### config.mk
export PLATFORM = sky130hd
export DESIGN_NAME = iis_cell
export DESIGN_NICKNAME = d
export VERILOG_FILES = /design/src/sv/iis_pkg.sv /design/src/sv/iis_cell.sv
export SDC_FILE = /design/constraint.sdc
export NUM_CORES = 1
export LEC_CHECK = 0
export ABC_AREA = 1
export BUFFER_PORTS_ARGS = -buffer_cell sky130_fd_sc_hd__clkbuf_2
export CAP_MARGIN = 0
export CELL_PAD_IN_SITES_DETAIL_PLACEMENT = 0
export CELL_PAD_IN_SITES_GLOBAL_PLACEMENT = 1
export CORE_AREA = 5 5 102 104
export DETAILED_ROUTE_END_ITERATION = 12
export DIE_AREA = 0 0 107 109
export PLACE_DENSITY_LB_ADDON = 0.1
export SYNTH_ARGS = -nofsm -noshare
export SYNTH_HDL_FRONTEND = slang
export SYNTH_SLANG_ARGS = --single-unit
### constraint.sdc
create_clock -name clock -period 3.3 [get_ports clock]
set_input_delay 0 -clock clock [delete_from_list [all_inputs] [get_ports clock]]
set_output_delay 0 -clock clock [all_outputs]
set_load 0.1 [all_outputs]
### src/sv/iis_pkg.sv
// Shared types and constants for the integer index sort block.
package iis_pkg;

   localparam int TAG_WIDTH     = 6;
   localparam int MAX_ITEMS_DEF = 64;
   localparam int KEY_WIDTH_DEF = 32;

   typedef enum logic {
      ST_LOAD,
      ST_EMIT
   } state_type;

   typedef struct packed {
      logic insert;
      logic shift;
      logic occupied;
      logic at_end;
   } cell_ctl_type;

endpackage

### src/sv/iis_cell.sv
// One cell of the insertion chain: holds a key and its tag.
module iis_cell #(
   parameter int KEY_WIDTH = iis_pkg::KEY_WIDTH_DEF
) (
   input  logic                           clock,
   input  iis_pkg::cell_ctl_type          ctl,
   input  logic signed [KEY_WIDTH-1:0]    new_key,
   input  logic [iis_pkg::TAG_WIDTH-1:0]  new_tag,
   input  logic signed [KEY_WIDTH-1:0]    left_key,
   input  logic [iis_pkg::TAG_WIDTH-1:0]  left_tag,
   input  logic                           left_gt,
   input  logic signed [KEY_WIDTH-1:0]    right_key,
   input  logic [iis_pkg::TAG_WIDTH-1:0]  right_tag,
   output logic signed [KEY_WIDTH-1:0]    key,
   output logic [iis_pkg::TAG_WIDTH-1:0]  tag,
   output logic                           gt
);
   import iis_pkg::*;

   logic signed [KEY_WIDTH-1:0] key_ff;
   logic signed [KEY_WIDTH-1:0] key_in;
   logic [TAG_WIDTH-1:0]        tag_ff;
   logic [TAG_WIDTH-1:0]        tag_in;

   // strictly greater: equal keys stay ahead, keeping arrival order
   assign gt  = ctl.occupied && (key_ff > new_key);
   assign key = key_ff;
   assign tag = tag_ff;

   always_comb begin
      key_in = key_ff;
      tag_in = tag_ff;
      if (ctl.shift) begin
         key_in = right_key;
         tag_in = right_tag;
      end else if (ctl.insert && (gt || ctl.at_end)) begin
         if (left_gt) begin
            key_in = left_key;
            tag_in = left_tag;
         end else begin
            key_in = new_key;
            tag_in = new_tag;
         end
      end
   end

   always_ff @(posedge clock) begin
      key_ff <= key_in;
      tag_ff <= tag_in;
   end

endmodule

==> reports/metrics.sh <==
OUTCOME='finished, final reports clean'
GRT_SETUP_UNREPAIRED='false'
COUNT_OF_DISTINCT_CELL_TYPES_IN_THE_SYNTHESIZED_NETLIST=20
INITIAL_CORE_UTIL=0.300
INSERTEDDIODECOUNT=0
MAX_TRANSITION_VIOLS_FINAL=0
POWER.SEQUENTIAL.FRACTION=0.371
WORSTHOLDPATHTYPE='input pin to register'
YS_FF_LATCH=38
FINALCOREUTILIZATION=0.425
PLACE.GP.CONGESTION=0.798
ANTENNA_VIOLATIONS_BEFORE_REPAIR=0
IOPINCOUNT=159
POSTROUTEWIRELENGTH_UM=8100
CTS_INSERTED_BUFFERS=5
NUMBER_OF_SYNTHESIZED_FLOPS_WITH_AN_ENABLE_PIN=38
GRT_FIRST_PASS_WIRELENGTH_UM=12600
CRIT_SLOWEST_CELL='sky130_fd_sc_hd__clkbuf_2'
DETAIL_ROUTED_VIA_COUNT_PER_CELL=4.56
CP_MAX_FO=2
WORST_SLEW_PIN_SLEW_NS=1.12
WORST_EP_ARRIVAL_TIME_NS=2.32
CAP_VIOL_MAX_COUNT=0
POWER_DENSITY_nW_PER_UM2=413
POST_CTS_SETUP_DRIVEN_BUFFER_INSERTION_COUNT=0
LAYOUT.NETS=658
TRITONCTS='yes'
SYNTHFLOPTYPE='sky130_fd_sc_hd__edfxtp_1'
FINAL_HPWL_DP_UM=6460
CLKPWRFRAC=0.181
FIRST_GLOBAL_VIAS=2769
DETAIL-ROUTE-ANTENNA-NETS=0
MAXSLEWHEADROOM=0.256
CRITICAL_PATH_REQUIRED_NS=3.30
SHARE_OF_LAYOUT_CELLS_ABOVE_DRIVE_STRENGTH_1=0.341
START_KIND='register'
NUM-FILL-CELLS=1014
KIND_OF_END_POINT_OF_THE_CRITICAL_PATH='output port'
SYNTH-SEQ-AREA-SHARE=0.403
SYNTH_NETS=484
NUM_VIAS=2830
CRIT_CHAIN='ha_1 -> a21oi_1 -> o21a_1 -> nand2_1 -> a21oi_1 -> nand2_1 -> nand2_1 -> nand3_2 -> inv_1 -> clkbuf_2'
RELATIVE_CONTRIBUTION_OF_COMBINATIONAL_CELLS_TO_TOTAL_POWER=0.448
CLKLATENCYLATEPIN_NS=0.28
CTS_RESIZED=0
AREA_DELTA_SYNTH_FINAL_PCT=41.9
SWITCHING_SHARE=0.440
HOLD_PATH.STARTPOINT='right_key[14]'
ROUTE.DETAILED.DRC=0
CORE_REGION_AREA_UM2=9460
CLKSLEWWORSTSETUPHOLDPATHS_NS=0.07
SYNTH.YOSYS.WARNINGS=0
FINAL.MIN_CLOCK_PERIOD_NS=2.32
POST_SYNTH_INST_COUNT=332
CTS.SINKS=38
SETUP_TOTAL_NEGATIVE_SLACK_NS=0
POST-SYNTH-TOP-AREA-CELL='sky130_fd_sc_hd__edfxtp_1'
HTREE_LEVELS=2
YOSYS-TOP-CELLS-AREA='sky130_fd_sc_hd__edfxtp_1 (40%), sky130_fd_sc_hd__ha_1 (14%), sky130_fd_sc_hd__nand2_1 (11%), sky130_fd_sc_hd__o21a_1 (8.2%), sky130_fd_sc_hd__o211ai_1 (7.7%)'
SYNTH-ASYNC-RESET-RATIO=0
AVGSYNTHCELLAREA_UM2=8.54
CTS_ROOT_BUF='sky130_fd_sc_hd__clkbuf_8'
LARGEST_NET_DEGREE_AT_THE_START_OF_GLOBAL_ROUTING=69
FIN_WORST_SKEW_NS=0.00546
FINAL_MIN_PERIOD_OVER_CLOCK_PERIOD=0.703
CTSLONGESTPATHBUFFERS=2
WORST_PATH_MOST_REPEATED_CELL='sky130_fd_sc_hd__nand2_1'
SYN-CELL-AREA_UM2=2830
HOLD_VIOLATIONS=0
DIE_WIDTH_UM=107
ROWS=36
MAX_STAGE_DELAY_NS=0.46
DRTITER0DRC=74
TOTAL_LEAKAGE_POWER_uW=0.00205
GLOBALROUTE.TOTALOVERFLOW=0
INTERNAL_POWER_uW=931
SYNTH_TOP_AREA_FRAC=0.403
AGGREGATE_GLOBAL_ROUTE_RESOURCE_USAGE=0.136
WORST_R2R_STARTPOINT='key[23]$_DFFE_PP_'
DRT-WIRELENGTH-PER-CELL_UM=13.0
TIMING.FINAL.SETUP_VIOLATIONS=0
STARTPOINT='key[23]$_DFFE_PP_'
WORSTSETUPPATHTYPE='register to output port'
CHIP_HEIGHT_UM=109
NETSWITCHINGPOWER_uW=731
NUMPORTBUFFERS=158
TIMING.CRITICAL_PATH.BUF_INV=2
VDD_DROP_MAX_uV=165
DETAILED_ROUTING_ITERATIONS_PASS_1=4
FLOORPLAN.DIE_AREA_UM2=11700
P_TOTAL_uW=1660
WORST_PATH_DOMINANT_CELL_FAMILY='compound AO/OA/AOI/OAI gates'
CLOCK.FMAX_GHz=0.431
final timing paths:
check,to,slack [ns],depth (start not counted)
worst max register to register,key[30]$_DFFE_PP_,0.98,12
worst max-delay path,gt,0.98,10
worst min-delay path,key[14]$_DFFE_PP_,0.01,2
worst min register to register,key[8]$_DFFE_PP_,1.30,7
per-layer routing:
| layer | vias to the layer above | share of wire | global-route usage |
|---|---|---|---|
| met2 | 115 | 0.45 | 0.231 |
| met1 | 1214 | 0.44 | 0.162 |
| met5 | - | 0 | 0 |
| li1 | 1490 | - | - |
| met4 | 0 | 0.013 | 0.0356 |
| met3 | 11 | 0.096 | 0.0515 |
sequential cells by signal (all words and copies together), names as in the netlist:
register  count
tag           6
key          32
what timing repair did:
| action | CTS | global route |
|---|---|---|
| endpoints found under the hold margin | 22 | 0 |
| hold buffers | 22 | 0 |
| endpoints found under the setup margin | 0 | 0 |
layout by cell type, fill, tap and decap left out:
master,count
sky130_fd_sc_hd__clkbuf_2,158
sky130_fd_sc_hd__nand2_1,79
sky130_fd_sc_hd__inv_1,43
sky130_fd_sc_hd__edfxtp_1,38
sky130_fd_sc_hd__a21oi_1,32
sky130_fd_sc_hd__ha_1,32
sky130_fd_sc_hd__o21a_1,31
sky130_fd_sc_hd__o211ai_1,29
sky130_fd_sc_hd__dlygate4sd3_1,22
sky130_fd_sc_hd__nor2_1,17
sky130_fd_sc_hd__clkinv_1,5
sky130_fd_sc_hd__clkbuf_8,5
sky130_fd_sc_hd__buf_4,3
sky130_fd_sc_hd__nand3_1,2
sky130_fd_sc_hd__o21ai_0,2
sky130_fd_sc_hd__nor2_2,2
sky130_fd_sc_hd__nand2_2,2
sky130_fd_sc_hd__inv_2,1
sky130_fd_sc_hd__a21o_1,1
sky130_fd_sc_hd__nand4_2,1
sky130_fd_sc_hd__nand4_1,1
sky130_fd_sc_hd__nand3_2,1
area by class of cell:
class,count,area (um^2),area share
clock inverter,3,11.3,0.00280
multi-input combinational,232,1450,0.361
inverter,46,173,0.0429
clock buffer,5,68.8,0.0171
timing repair buffer,183,1030,0.257
tap,114,143,0.0355
sequential,38,1140,0.284
Yosys cell counts, drive strengths merged, types with 3 or more instances:
| cell type | number |
|---|---|
| buf | 8 |
| o21a | 31 |
| clkbuf | 8 |
| nand2 | 81 |
| inv | 44 |
| nand3 | 3 |
| ha | 32 |
| a21oi | 32 |
| nor2 | 19 |
| o211ai | 29 |
| edfxtp | 38 |
power by group through the flow:
| stage | logic (uW) | clock network [uW] | registers [uW] |
|---|---|---|---|
| after floorplan | 222 | 0 | 963 |
| after global placement | 731 | 0 | 626 |
| after detailed placement | 734 | 0 | 628 |
| after CTS | 757 | 322 | 617 |
| after global routing | 805 | 334 | 622 |
| final | 745 | 301 | 617 |
per-stage QoR:
stage	worst slack [ns]	cell area [um^2]	hold WS, ns	std cells
6_report	0.980	4020	0.00964	621
5_1_grt	0.738	4020	0.0115	621
4_1_cts	0.887	4020	0.000713	621
3_5_place_dp	0.918	3720	0.276	591
3_3_place_gp	0.955	3720	0.273	591
2_1_floorplan	0.0233	2830	0.186	332
kinds of logic after synthesis:
group	Yosys count	share of synthesized area
buffers and inverters	62	0.0857
DFF	38	0.403
AOI/OAI and AO/OA	95	0.222
and+or+nand+nor	105	0.149
adders and majority gates	32	0.141
worst reg2reg max path, cell delays in order (launching register included):
cell and delay, ns:
sky130_fd_sc_hd__edfxtp_1 0.40, sky130_fd_sc_hd__ha_1 0.30, sky130_fd_sc_hd__a21oi_1 0.19, sky130_fd_sc_hd__o21a_1 0.15, sky130_fd_sc_hd__nand2_1 0.05, sky130_fd_sc_hd__a21oi_1 0.20, sky130_fd_sc_hd__nand2_1 0.08, sky130_fd_sc_hd__nand2_1 0.07
sky130_fd_sc_hd__nand3_2 0.07, sky130_fd_sc_hd__nand2_1 0.06, sky130_fd_sc_hd__nand2_1 0.05, sky130_fd_sc_hd__nand2_2 0.06, sky130_fd_sc_hd__buf_4 0.30
No activity file was read; power rests on OpenSTA's default activity.
